`config.mk`:
```
export PLATFORM = sky130hd
export DESIGN_NAME = particle_slot_pool_with_life_decay
export DESIGN_NICKNAME = d
export VERILOG_FILES = /design/src/rtl/psp_pkg.sv /design/src/rtl/psp_store.sv /design/src/rtl/particle_slot_pool_with_life_decay.sv
export SDC_FILE = /design/constraint.sdc
export NUM_CORES = 2
export LEC_CHECK = 0
export BUFFER_PORTS_ARGS = -buffer_cell sky130_fd_sc_hd__clkbuf_2
export CORE_MARGIN = 5
export CORE_UTILIZATION = 43
export CTS_BUF_LIST = sky130_fd_sc_hd__clkbuf_4
export CTS_CLUSTER_SIZE = 14
export DETAILED_ROUTE_END_ITERATION = 8
export GPL_TIMING_DRIVEN = 0
export SLEW_MARGIN = 20
export SYNTH_ARGS = -nofsm -noshare
export SYNTH_HDL_FRONTEND = slang
export SYNTH_SLANG_ARGS = --single-unit
```
`constraint.sdc`:
```
create_clock -name clock -period 12.71 [get_ports clock]
set_input_delay 2.542 -clock clock [delete_from_list [all_inputs] [get_ports clock]]
set_output_delay 2.542 -clock clock [all_outputs]
set_load 0.02 [all_outputs]
```
`src/rtl/psp_pkg.sv`:
```
// Shared types and constants for the particle slot pool.
`default_nettype none
package psp_pkg;

   localparam int POOL_SLOTS = 32;
   localparam int SLOT_W     = (POOL_SLOTS > 1) ? $clog2(POOL_SLOTS) : 1;
   localparam int CNT_CMP_W  = 7;
   localparam int LIFE_W     = 16;
   localparam int POS_W      = 16;
   localparam int TINT_W     = 32;
   localparam int OUT_SLOT_W = 6;
   localparam int CNT_W      = 6;
   localparam int DEC_W      = 24;
   localparam int PROD_W     = 32;
   localparam int CSR_IDX_W  = 2;
   localparam int CSR_DATA_W = 16;

   localparam logic [CSR_IDX_W-1:0] CSR_INITIAL_LIFE = 2'd0;
   localparam logic [CSR_IDX_W-1:0] CSR_DECAY_RATE   = 2'd1;
   localparam logic [CSR_IDX_W-1:0] CSR_SLOTS_IN_USE = 2'd2;

   localparam logic [LIFE_W-1:0] INITIAL_LIFE_RST = 16'd256;
   localparam logic [LIFE_W-1:0] DECAY_RATE_RST   = 16'd256;
   localparam logic [CNT_W-1:0]  SLOTS_RST        = 6'd32;

   typedef enum logic [1:0] {
      OP_ADD   = 2'd0,
      OP_TICK  = 2'd1,
      OP_CLEAR = 2'd2,
      OP_LIST  = 2'd3
   } op_type;

   typedef enum logic [2:0] {
      ST_IDLE,
      ST_SCAN,
      ST_EMIT,
      ST_ADD_DONE,
      ST_ACK
   } state_type;

   typedef struct packed {
      logic                     en;
      logic [SLOT_W-1:0]        idx;
      logic [LIFE_W-1:0]        life;
      logic                     part;
      logic [POS_W-1:0]         x;
      logic [POS_W-1:0]         y;
      logic [TINT_W-1:0]        tint;
   } wr_type;

   typedef struct packed {
      logic                     en;
      logic [SLOT_W-1:0]        last;
   } clr_type;

   typedef struct packed {
      logic [LIFE_W-1:0]        life;
      logic [POS_W-1:0]         x;
      logic [POS_W-1:0]         y;
      logic [TINT_W-1:0]        tint;
   } rd_type;

endpackage
`default_nettype wire

```
`src/rtl/psp_store.sv`:
```
// Slot storage: life, position and color memories with per-slot live bits.
`default_nettype none
module psp_store (
   input  wire                          clock,
   input  wire                          reset,
   input  wire psp_pkg::wr_type         wr,
   input  wire psp_pkg::clr_type        clr,
   input  wire                          rd_en,
   input  wire [psp_pkg::SLOT_W-1:0]    rd_idx,
   output psp_pkg::rd_type              rd
);

   logic [psp_pkg::LIFE_W-1:0] life_mem [psp_pkg::POOL_SLOTS];
   logic [psp_pkg::POS_W-1:0]  x_mem    [psp_pkg::POOL_SLOTS];
   logic [psp_pkg::POS_W-1:0]  y_mem    [psp_pkg::POOL_SLOTS];
   logic [psp_pkg::TINT_W-1:0] tint_mem [psp_pkg::POOL_SLOTS];

   logic [psp_pkg::POOL_SLOTS-1:0] vld_ff;
   logic [psp_pkg::POOL_SLOTS-1:0] vld_in;

   logic                       lv_rd_ff;
   logic [psp_pkg::LIFE_W-1:0] life_rd_ff;
   logic [psp_pkg::POS_W-1:0]  x_rd_ff;
   logic [psp_pkg::POS_W-1:0]  y_rd_ff;
   logic [psp_pkg::TINT_W-1:0] tint_rd_ff;

   always_comb begin
      vld_in = vld_ff;
      if (clr.en) begin
         for (int i = 0; i < psp_pkg::POOL_SLOTS; i++) begin
            if (psp_pkg::SLOT_W'(i) <= clr.last) begin
               vld_in[i] = 1'b0;
            end
         end
      end
      if (wr.en) begin
         vld_in[wr.idx] = 1'b1;
      end
   end

   always_ff @(posedge clock) begin
      if (reset) begin
         vld_ff <= '0;
      end else begin
         vld_ff <= vld_in;
      end
   end

   always_ff @(posedge clock) begin
      if (wr.en) begin
         life_mem[wr.idx] <= wr.life;
      end
      if (wr.en && wr.part) begin
         x_mem[wr.idx]    <= wr.x;
         y_mem[wr.idx]    <= wr.y;
         tint_mem[wr.idx] <= wr.tint;
      end
      if (rd_en) begin
         lv_rd_ff   <= vld_ff[rd_idx];
         life_rd_ff <= life_mem[rd_idx];
         x_rd_ff    <= x_mem[rd_idx];
         y_rd_ff    <= y_mem[rd_idx];
         tint_rd_ff <= tint_mem[rd_idx];
      end
   end

   // a slot never written since reset or clear reads as dead
   assign rd.life = lv_rd_ff ? life_rd_ff : '0;
   assign rd.x    = x_rd_ff;
   assign rd.y    = y_rd_ff;
   assign rd.tint = tint_rd_ff;

endmodule
`default_nettype wire

```
`src/rtl/particle_slot_pool_with_life_decay.sv`:
```
// Particle slot pool: top level with scan sequencer and result register.
//
// Request beats (req_valid/req_stall) carry an operation: add, tick, clear or
// list. One request is worked on at a time; req_stall is high from the cycle
// after acceptance until the sequencer is back in idle. Results leave through
// a single result register (rsp_valid/rsp_stall), so a new request is taken
// while the previous final result is still waiting.
// With n active slots, add and tick scan the slot memory once through its
// single registered read port, one slot per cycle. Clear resets the live bits
// of all active slots at acceptance and then acknowledges. List scans once to
// find the last live slot and, if any slot is live, again to report; otherwise
// it acknowledges. A stalled result holds the report scan.
// Add, tick and clear hold their final step while an earlier result is stalled.
// Configuration (csr_wr_en, csr_index, csr_wdata) must be written only while
// idle; the block itself does not enforce it.
// Synchronous reset empties the result register, returns to idle, marks all
// slots dead and loads the register reset values; no clearing pass is needed.
`default_nettype none
module particle_slot_pool_with_life_decay (
   input  wire                                clock,
   input  wire                                reset,
   input  wire                                req_valid,
   output logic                               req_stall,
   input  wire  [1:0]                         req_operation,
   input  wire  signed [psp_pkg::POS_W-1:0]   req_pos_x,
   input  wire  signed [psp_pkg::POS_W-1:0]   req_pos_y,
   input  wire  [psp_pkg::TINT_W-1:0]         req_tint,
   input  wire  [psp_pkg::LIFE_W-1:0]         req_elapsed,
   output logic                               rsp_valid,
   input  wire                                rsp_stall,
   output logic [psp_pkg::OUT_SLOT_W-1:0]     rsp_slot,
   output logic [psp_pkg::LIFE_W-1:0]         rsp_remaining_life,
   output logic signed [psp_pkg::POS_W-1:0]   rsp_out_x,
   output logic signed [psp_pkg::POS_W-1:0]   rsp_out_y,
   output logic [psp_pkg::TINT_W-1:0]         rsp_out_tint,
   output logic                               rsp_entry_valid,
   output logic                               rsp_evicted,
   output logic                               rsp_last,
   input  wire                                csr_wr_en,
   input  wire  [psp_pkg::CSR_IDX_W-1:0]      csr_index,
   input  wire  [psp_pkg::CSR_DATA_W-1:0]     csr_wdata
);

   psp_pkg::state_type                 state_ff, state_in;
   psp_pkg::op_type                    op_ff, op_in;
   logic [psp_pkg::LIFE_W-1:0]         init_life_ff, init_life_in;
   logic [psp_pkg::LIFE_W-1:0]         rate_ff, rate_in;
   logic [psp_pkg::CNT_W-1:0]          count_ff, count_in;
   logic [psp_pkg::POS_W-1:0]          x_ff, x_in, y_ff, y_in;
   logic [psp_pkg::TINT_W-1:0]         tint_ff, tint_in;
   logic [psp_pkg::DEC_W-1:0]          dec_ff, dec_in;
   logic [psp_pkg::SLOT_W-1:0]         idx_ff, idx_in;
   logic                               iss_ff, iss_in;
   logic                               pb_ff, pb_in;
   logic [psp_pkg::SLOT_W-1:0]         pb_idx_ff, pb_idx_in;
   logic [psp_pkg::SLOT_W-1:0]         best_idx_ff, best_idx_in;
   logic [psp_pkg::LIFE_W-1:0]         best_life_ff, best_life_in;
   logic                               found_ff, found_in;
   logic [psp_pkg::SLOT_W-1:0]         last_live_ff, last_live_in;
   logic                               any_ff, any_in;

   logic                               rsp_valid_ff, rsp_valid_in;
   logic [psp_pkg::OUT_SLOT_W-1:0]     rsp_slot_ff, rsp_slot_in;
   logic [psp_pkg::LIFE_W-1:0]         rsp_life_ff, rsp_life_in;
   logic [psp_pkg::POS_W-1:0]          rsp_x_ff, rsp_x_in, rsp_y_ff, rsp_y_in;
   logic [psp_pkg::TINT_W-1:0]         rsp_tint_ff, rsp_tint_in;
   logic                               rsp_ev_ff, rsp_ev_in;
   logic                               rsp_ent_ff, rsp_ent_in;
   logic                               rsp_last_ff, rsp_last_in;

   psp_pkg::wr_type                    wr;
   psp_pkg::clr_type                   clr;
   psp_pkg::rd_type                    rd;
   logic                               rd_en;

   logic [psp_pkg::SLOT_W-1:0]         active_last;
   logic [psp_pkg::PROD_W-1:0]         prod;
   logic                               accept;
   logic                               out_free;
   logic                               hold;
   logic                               adv;
   logic                               live;

   psp_store u_store (
      .clock  (clock),
      .reset  (reset),
      .wr     (wr),
      .clr    (clr),
      .rd_en  (rd_en),
      .rd_idx (idx_ff),
      .rd     (rd)
   );

   always_comb begin
      if (count_ff == '0) begin
         active_last = '0;
      end else if ({1'b0, count_ff} > psp_pkg::CNT_CMP_W'(psp_pkg::POOL_SLOTS)) begin
         active_last = psp_pkg::SLOT_W'(psp_pkg::POOL_SLOTS - 1);
      end else begin
         active_last = psp_pkg::SLOT_W'(count_ff - 1'b1);
      end
   end

   assign prod      = psp_pkg::PROD_W'(rate_ff) * psp_pkg::PROD_W'(req_elapsed);
   assign req_stall = (state_ff != psp_pkg::ST_IDLE);
   assign accept    = req_valid && !req_stall;
   assign out_free  = !rsp_valid_ff || !rsp_stall;
   assign live      = (rd.life != '0);
   assign hold      = (state_ff == psp_pkg::ST_EMIT) && pb_ff && live && !out_free;
   assign adv       = ((state_ff == psp_pkg::ST_SCAN) || (state_ff == psp_pkg::ST_EMIT))
                      && !hold;
   assign rd_en     = adv && iss_ff;

   always_comb begin
      state_in     = state_ff;
      op_in        = op_ff;
      init_life_in = init_life_ff;
      rate_in      = rate_ff;
      count_in     = count_ff;
      x_in         = x_ff;
      y_in         = y_ff;
      tint_in      = tint_ff;
      dec_in       = dec_ff;
      idx_in       = idx_ff;
      iss_in       = iss_ff;
      pb_in        = pb_ff;
      pb_idx_in    = pb_idx_ff;
      best_idx_in  = best_idx_ff;
      best_life_in = best_life_ff;
      found_in     = found_ff;
      last_live_in = last_live_ff;
      any_in       = any_ff;
      rsp_valid_in = rsp_valid_ff && rsp_stall;
      rsp_slot_in  = rsp_slot_ff;
      rsp_life_in  = rsp_life_ff;
      rsp_x_in     = rsp_x_ff;
      rsp_y_in     = rsp_y_ff;
      rsp_tint_in  = rsp_tint_ff;
      rsp_ev_in    = rsp_ev_ff;
      rsp_ent_in   = rsp_ent_ff;
      rsp_last_in  = rsp_last_ff;
      wr           = '0;
      clr          = '0;

      if (csr_wr_en) begin
         case (csr_index)
            psp_pkg::CSR_INITIAL_LIFE: init_life_in = csr_wdata;
            psp_pkg::CSR_DECAY_RATE:   rate_in      = csr_wdata;
            psp_pkg::CSR_SLOTS_IN_USE: count_in     = csr_wdata[psp_pkg::CNT_W-1:0];
            default: ;
         endcase
      end

      // scan pipeline: read issue stage, then evaluate stage
      if (adv) begin
         if (iss_ff) begin
            pb_in     = 1'b1;
            pb_idx_in = idx_ff;
            if (idx_ff == active_last) begin
               iss_in = 1'b0;
            end else begin
               idx_in = idx_ff + 1'b1;
            end
         end else begin
            pb_in = 1'b0;
         end
      end

      case (state_ff)
         psp_pkg::ST_IDLE: begin
            if (accept) begin
               op_in    = psp_pkg::op_type'(req_operation);
               x_in     = req_pos_x;
               y_in     = req_pos_y;
               tint_in  = req_tint;
               dec_in   = prod[psp_pkg::PROD_W-1:8];
               idx_in   = '0;
               iss_in   = 1'b1;
               pb_in    = 1'b0;
               found_in = 1'b0;
               any_in   = 1'b0;
               if (psp_pkg::op_type'(req_operation) == psp_pkg::OP_CLEAR) begin
                  clr.en   = 1'b1;
                  clr.last = active_last;
                  state_in = psp_pkg::ST_ACK;
               end else begin
                  state_in = psp_pkg::ST_SCAN;
               end
            end
         end
         psp_pkg::ST_SCAN: begin
            if (pb_ff) begin
               case (op_ff)
                  psp_pkg::OP_ADD: begin
                     if (pb_idx_ff == '0) begin
                        best_idx_in  = '0;
                        best_life_in = rd.life;
                     end else if (!found_ff) begin
                        if (!live) begin
                           found_in     = 1'b1;
                           best_idx_in  = pb_idx_ff;
                           best_life_in = '0;
                        end else if (rd.life < best_life_ff) begin
                           best_idx_in  = pb_idx_ff;
                           best_life_in = rd.life;
                        end
                     end
                  end
                  psp_pkg::OP_TICK: begin
                     if (live) begin
                        wr.en  = 1'b1;
                        wr.idx = pb_idx_ff;
                        wr.life = (psp_pkg::DEC_W'(rd.life) > dec_ff) ?
                                  (rd.life - dec_ff[psp_pkg::LIFE_W-1:0]) : '0;
                     end
                  end
                  psp_pkg::OP_LIST: begin
                     if (live) begin
                        last_live_in = pb_idx_ff;
                        any_in       = 1'b1;
                     end
                  end
                  default: ;
               endcase
            end
            if (!iss_ff && !pb_ff) begin
               case (op_ff)
                  psp_pkg::OP_ADD:  state_in = psp_pkg::ST_ADD_DONE;
                  psp_pkg::OP_LIST: begin
                     if (any_ff) begin
                        state_in = psp_pkg::ST_EMIT;
                        idx_in   = '0;
                        iss_in   = 1'b1;
                     end else begin
                        state_in = psp_pkg::ST_ACK;
                     end
                  end
                  default: state_in = psp_pkg::ST_ACK;
               endcase
            end
         end
         psp_pkg::ST_EMIT: begin
            if (pb_ff && live && out_free) begin
               rsp_valid_in = 1'b1;
               rsp_slot_in  = psp_pkg::OUT_SLOT_W'(pb_idx_ff);
               rsp_life_in  = rd.life;
               rsp_x_in     = rd.x;
               rsp_y_in     = rd.y;
               rsp_tint_in  = rd.tint;
               rsp_ent_in   = 1'b1;
               rsp_ev_in    = 1'b0;
               rsp_last_in  = (pb_idx_ff == last_live_ff);
            end
            if (!iss_ff && !pb_ff) begin
               state_in = psp_pkg::ST_IDLE;
            end
         end
         psp_pkg::ST_ADD_DONE: begin
            if (out_free) begin
               wr.en        = 1'b1;
               wr.idx       = best_idx_ff;
               wr.life      = init_life_ff;
               wr.part      = 1'b1;
               wr.x         = x_ff;
               wr.y         = y_ff;
               wr.tint      = tint_ff;
               rsp_valid_in = 1'b1;
               rsp_slot_in  = psp_pkg::OUT_SLOT_W'(best_idx_ff);
               rsp_life_in  = init_life_ff;
               rsp_x_in     = x_ff;
               rsp_y_in     = y_ff;
               rsp_tint_in  = tint_ff;
               rsp_ent_in   = 1'b1;
               rsp_ev_in    = (best_life_ff != '0);
               rsp_last_in  = 1'b1;
               state_in     = psp_pkg::ST_IDLE;
            end
         end
         psp_pkg::ST_ACK: begin
            if (out_free) begin
               rsp_valid_in = 1'b1;
               rsp_slot_in  = '0;
               rsp_life_in  = '0;
               rsp_x_in     = '0;
               rsp_y_in     = '0;
               rsp_tint_in  = '0;
               rsp_ent_in   = 1'b0;
               rsp_ev_in    = 1'b0;
               rsp_last_in  = 1'b1;
               state_in     = psp_pkg::ST_IDLE;
            end
         end
         default: state_in = psp_pkg::ST_IDLE;
      endcase
   end

   always_ff @(posedge clock) begin
      if (reset) begin
         state_ff     <= psp_pkg::ST_IDLE;
         init_life_ff <= psp_pkg::INITIAL_LIFE_RST;
         rate_ff      <= psp_pkg::DECAY_RATE_RST;
         count_ff     <= psp_pkg::SLOTS_RST;
         iss_ff       <= 1'b0;
         pb_ff        <= 1'b0;
         rsp_valid_ff <= 1'b0;
      end else begin
         state_ff     <= state_in;
         init_life_ff <= init_life_in;
         rate_ff      <= rate_in;
         count_ff     <= count_in;
         iss_ff       <= iss_in;
         pb_ff        <= pb_in;
         rsp_valid_ff <= rsp_valid_in;
      end
   end

   always_ff @(posedge clock) begin
      op_ff        <= op_in;
      x_ff         <= x_in;
      y_ff         <= y_in;
      tint_ff      <= tint_in;
      dec_ff       <= dec_in;
      idx_ff       <= idx_in;
      pb_idx_ff    <= pb_idx_in;
      best_idx_ff  <= best_idx_in;
      best_life_ff <= best_life_in;
      found_ff     <= found_in;
      last_live_ff <= last_live_in;
      any_ff       <= any_in;
      rsp_slot_ff  <= rsp_slot_in;
      rsp_life_ff  <= rsp_life_in;
      rsp_x_ff     <= rsp_x_in;
      rsp_y_ff     <= rsp_y_in;
      rsp_tint_ff  <= rsp_tint_in;
      rsp_ev_ff    <= rsp_ev_in;
      rsp_ent_ff   <= rsp_ent_in;
      rsp_last_ff  <= rsp_last_in;
   end

   assign rsp_valid          = rsp_valid_ff;
   assign rsp_slot           = rsp_slot_ff;
   assign rsp_remaining_life = rsp_life_ff;
   assign rsp_out_x          = rsp_x_ff;
   assign rsp_out_y          = rsp_y_ff;
   assign rsp_out_tint       = rsp_tint_ff;
   assign rsp_entry_valid    = rsp_ent_ff;
   assign rsp_evicted        = rsp_ev_ff;
   assign rsp_last           = rsp_last_ff;

endmodule
`default_nettype wire

```
==> flow_metrics.py <==
metrics = {
    "power": {
        "total_power_mw": 20.8,
        "ir_drop_mv": 0.101,
        "cellLeakagePower_nw": 45.6,
        "internal_power_mw": 15.5,
        "combPwrFrac_pct": 10.7,
        "switching_share_pct": 25.4,
        "clkPwrFrac_pct": 38.0,
        "power.switching_mw": 5.30,
        "seq_power_share_pct": 51.3,
        "p_per_area_nw_per_um2": 147,
    },
    "worst_setup_path": {
        "r2r-end": "dec_ff[23]",
        "slowest_delay_ns": 0.58,
        "cpMaxStageDelayCell": "or3b_2",
        "r2r_start": "rate_ff[9]",
        "worstPathRequired_ns": 13.90,
        "critPathTopFamily": "adder cells",
        "rr_worst_depth": 20,
        "path_common_cell": "fa_1",
        "cp-end-kind": "flop",
        "timing.critical_path.buf_inv": 7,
        "critPathLaunchType": "input port",
        "path_cells": "clkbuf_2, clkbuf_1, nand2_1, fa_1, inv_1, fa_1, inv_1, fa_1, inv_1, fa_1, fa_1, inv_1, fa_1, inv_1, ha_1, a21oi_1, o211a_1, o21ai_0, a21oi_1, or3b_2, o211ai_1, a21oi_1, xnor2_1",
        "cp_max_fo": 10,
        "worstPathArrival_ns": 8.81,
        "r2r_slack_ns": 5.58,
        "path_class": "input port to flop",
    },
    "global_routing": {
        "grt_pass1_vias": 68262,
        "grt_first_pass_wirelength_um": 508000,
        "grt_start_max_net_pins": 56,
        "antenna_found_initial": 31,
        "grt_overflow": 0,
        "track_usage_pct": 24.6,
    },
    "placement": {
        "dp_hpwl_um": 247000,
        "io_buffers": 194,
        "pre_cts_ws_ns": 3.60,
        "gp_congestion": 0.881,
    },
    "cts": {
        "clk_pin_slew_ns": 0.06,
        "cts_setup_buffers": 0,
        "cts_sinks": 2933,
        "cts_buffer_depth": 4,
        "clkLatencyLatePin_ns": 1.53,
        "cts_resized": 0,
        "cts_tree": "built",
        "cts_buffers": 739,
        "cts-root-buf": "clkbuf_4",
        "ctsHoldBuffers": 0,
        "cts_htree_levels": 6,
    },
    "logic_synthesis": {
        "synthArstFlopShare_pct": 0,
        "synth_top_area_share_pct": 70.7,
        "synth_ff_type": "edfxtp_1",
        "synth_edf_count": 2852,
        "synth_fp_nets": 6377,
        "yosysWarningCount": 0,
        "yosys.area.top_type": "edfxtp_1",
        "synth_cell_type_count": 79,
        "synth.avg_cell_area_um2": 20.4,
        "synth.area.top_cells": "edfxtp_1, mux4_2, fa_1",
        "seq_area_frac_synth_pct": 72.0,
        "synth_cells": 5939,
        "ys_ff_latch": 2933,
        "synth_area_um2": 121000,
    },
    "route": {
        "routed_wirelength_um": 362000,
        "vias_per_cell": 5.82,
        "wl_per_cell_um": 31.9,
        "drt_iter0_markers": 8143,
        "final_antenna_net_count": 0,
        "vias": 66189,
        "dr.pass1.iters": 6,
        "drc": 0,
    },
    "die": {
        "die_area_um2": 293000,
        "die_w_um": 541,
        "core_um2": 282000,
        "row_count": 195,
        "die_h_um": 541,
        "io-pin-count": 196,
        "initial_core_util_pct": 43.0,
    },
    "timing": {
        "worst_slack_ns": 5.09,
        "max_freq_mhz": 131,
        "maxSlewViolCount": 0,
        "rsz0062_at_grt": "false",
        "finalClockSkew_ns": 0.109,
        "fin_crit_ns": 7.62,
        "hold_violations": 0,
        "worst_pin_slew_ns": 1.20,
        "period_share_pct": 59.9,
        "setup_viol": 0,
        "slew_headroom_pct": 20.0,
    },
    "worst_hold_path": {
        "worstHoldPathType": "flop to flop",
        "hold_depth": 0,
        "hold_end": "pb_idx_ff[3]",
        "hp-start": "idx_ff[3]",
    },
    "layout": {
        "area_growth_pct": 17.3,
        "fin_nets": 7543,
        "drive_gt1_share_pct": 35.7,
    },
    "flow_run": {
        "maxCapViolCount": 0,
    },
    "status": {
        "outcome": "finished, final reports clean",
    },
}
==> worst register-to-register path: stages (launching register included) <==
cell,delay [ns]
dfxtp_1,0.66
clkbuf_1,0.54
nand2_1,0.16
fa_1,0.56
fa_1,0.47
fa_1,0.51
fa_1,0.56
inv_1,0.06
fa_1,0.55
inv_1,0.07
fa_1,0.48
inv_1,0.04
ha_1,0.34
nand2_1,0.10
o211a_1,0.23
o21ai_0,0.17
a21oi_1,0.12
or3b_2,0.58
o211ai_1,0.35
a21oi_1,0.14
xnor2_1,0.13
==> worst max-delay path by stage <==
stage | start | end | depth (start not counted)
floorplan | req_elapsed[1] | dec_ff[23] | 20
detailed placement | req_elapsed[7] | dec_ff[23] | 23
finish | req_elapsed[7] | dec_ff[23] | 23
CTS | req_elapsed[7] | dec_ff[23] | 23
global placement | rsp_stall | u_store.tint_mem[22][19] | 10
global route | req_elapsed[7] | dec_ff[23] | 23
==> final cells by class <==
type	instances	area, µm²
Clock buffer	1063	7980
Inverter	303	1140
Sequential cell	2933	87300
Tap cell	3743	4680
Timing Repair Buffer	425	6200
Fill cell	22966	139000
Clock inverter	185	1270
Antenna cell	9	22.5
Multi-Input combinational cell	2394	32300
Buffer	309	1360
==> through the flow <==
stage	instance area (µm²)	cells	TNS (ns)	utilization (%)	hold WS, ns
after floorplan	121000	5939	0	-	0.406
after global placement	127000	9876	-318.19	45.1	0.422
after detailed placement	133000	10105	0	47.2	0.426
after CTS	142000	11353	0	50.5	0.444
after global routing	142000	11356	0	50.5	0.466
final	142000	11364	0	50.5	0.454
==> flip-flops by register name (all words and copies together) (netlist names), 6 cells and up <==
name,cells
best_life_ff,16
count_ff,6
dec_ff,24
init_life_ff,16
rate_ff,16
rsp_out_tint,32
rsp_out_x,16
rsp_out_y,16
rsp_remaining_life,16
tint_ff,32
u_store.life_mem,512
u_store.life_rd_ff,16
u_store.tint_mem,1024
u_store.tint_rd_ff,32
u_store.vld_ff,32
u_store.x_mem,512
u_store.x_rd_ff,16
u_store.y_mem,512
u_store.y_rd_ff,16
x_ff,16
y_ff,16
==> logic make-up (layout without fill, tap and decap cells) <==
group	Yosys count	in the layout	share of synthesized area, %
AOI/OAI and AO/OA	351	351	2.05
DFF	2933	2933	72.0
muxes	901	901	15.9
other	1	10	0.00309
and+or+nand+nor	756	756	3.12
buffers and inverters	612	2285	1.93
xor gates and xnor gates	49	49	0.354
adders and majority gates	336	336	4.66
==> cell usage in the layout, fill, tap and decap left out, drive strengths merged, types with 18 or more instances in the layout <==
| master | n |
|---|---|
| and2 | 159 |
| nand3 | 20 |
| nor2 | 115 |
| edfxtp | 2852 |
| and3 | 75 |
| mux4 | 810 |
| a22o | 88 |
| ha | 139 |
| inv | 337 |
| clkinv | 139 |
| o21a | 25 |
| xnor2 | 31 |
| fa | 194 |
| buf | 304 |
| nand2 | 287 |
| mux2 | 82 |
| xor2 | 18 |
| dfxtp | 81 |
| a21oi | 89 |
| clkbuf | 1493 |
| o21ai | 51 |
==> per-layer routing <==
layer	global-route usage [%]	vias to the layer above	routed length, µm
li1	-	26711	-
met1	33.2	35073	141000
met2	39.6	3796	175000
met3	5.39	595	34000
met4	8.64	14	12500
met5	0	-	101
==> power by group through the flow <==
stage / Combinational (mW) / Clock, mW / Sequential [mW]
after floorplan: 1.38 / 0 / 10.9
after global placement: 2.17 / 0 / 10.9
after detailed placement: 2.26 / 0 / 10.9
after CTS: 2.27 / 8.08 / 10.7
after global routing: 2.40 / 8.63 / 10.7
final: 2.24 / 7.92 / 10.7
==> Yosys cell counts (31+ instances only) <==
master / count
edfxtp_1: 2852
mux4_2: 810
inv_1: 303
nand2_1: 286
clkbuf_1: 232
fa_1: 194
and2_1: 158
ha_1: 139
nor2_1: 115
a21oi_1: 89
a22o_1: 88
mux2_2: 82
dfxtp_1: 81
and3_1: 75
buf_1: 60
o21ai_0: 50
xnor2_1: 31
Note: power is estimated with default switching activity, not from simulation.
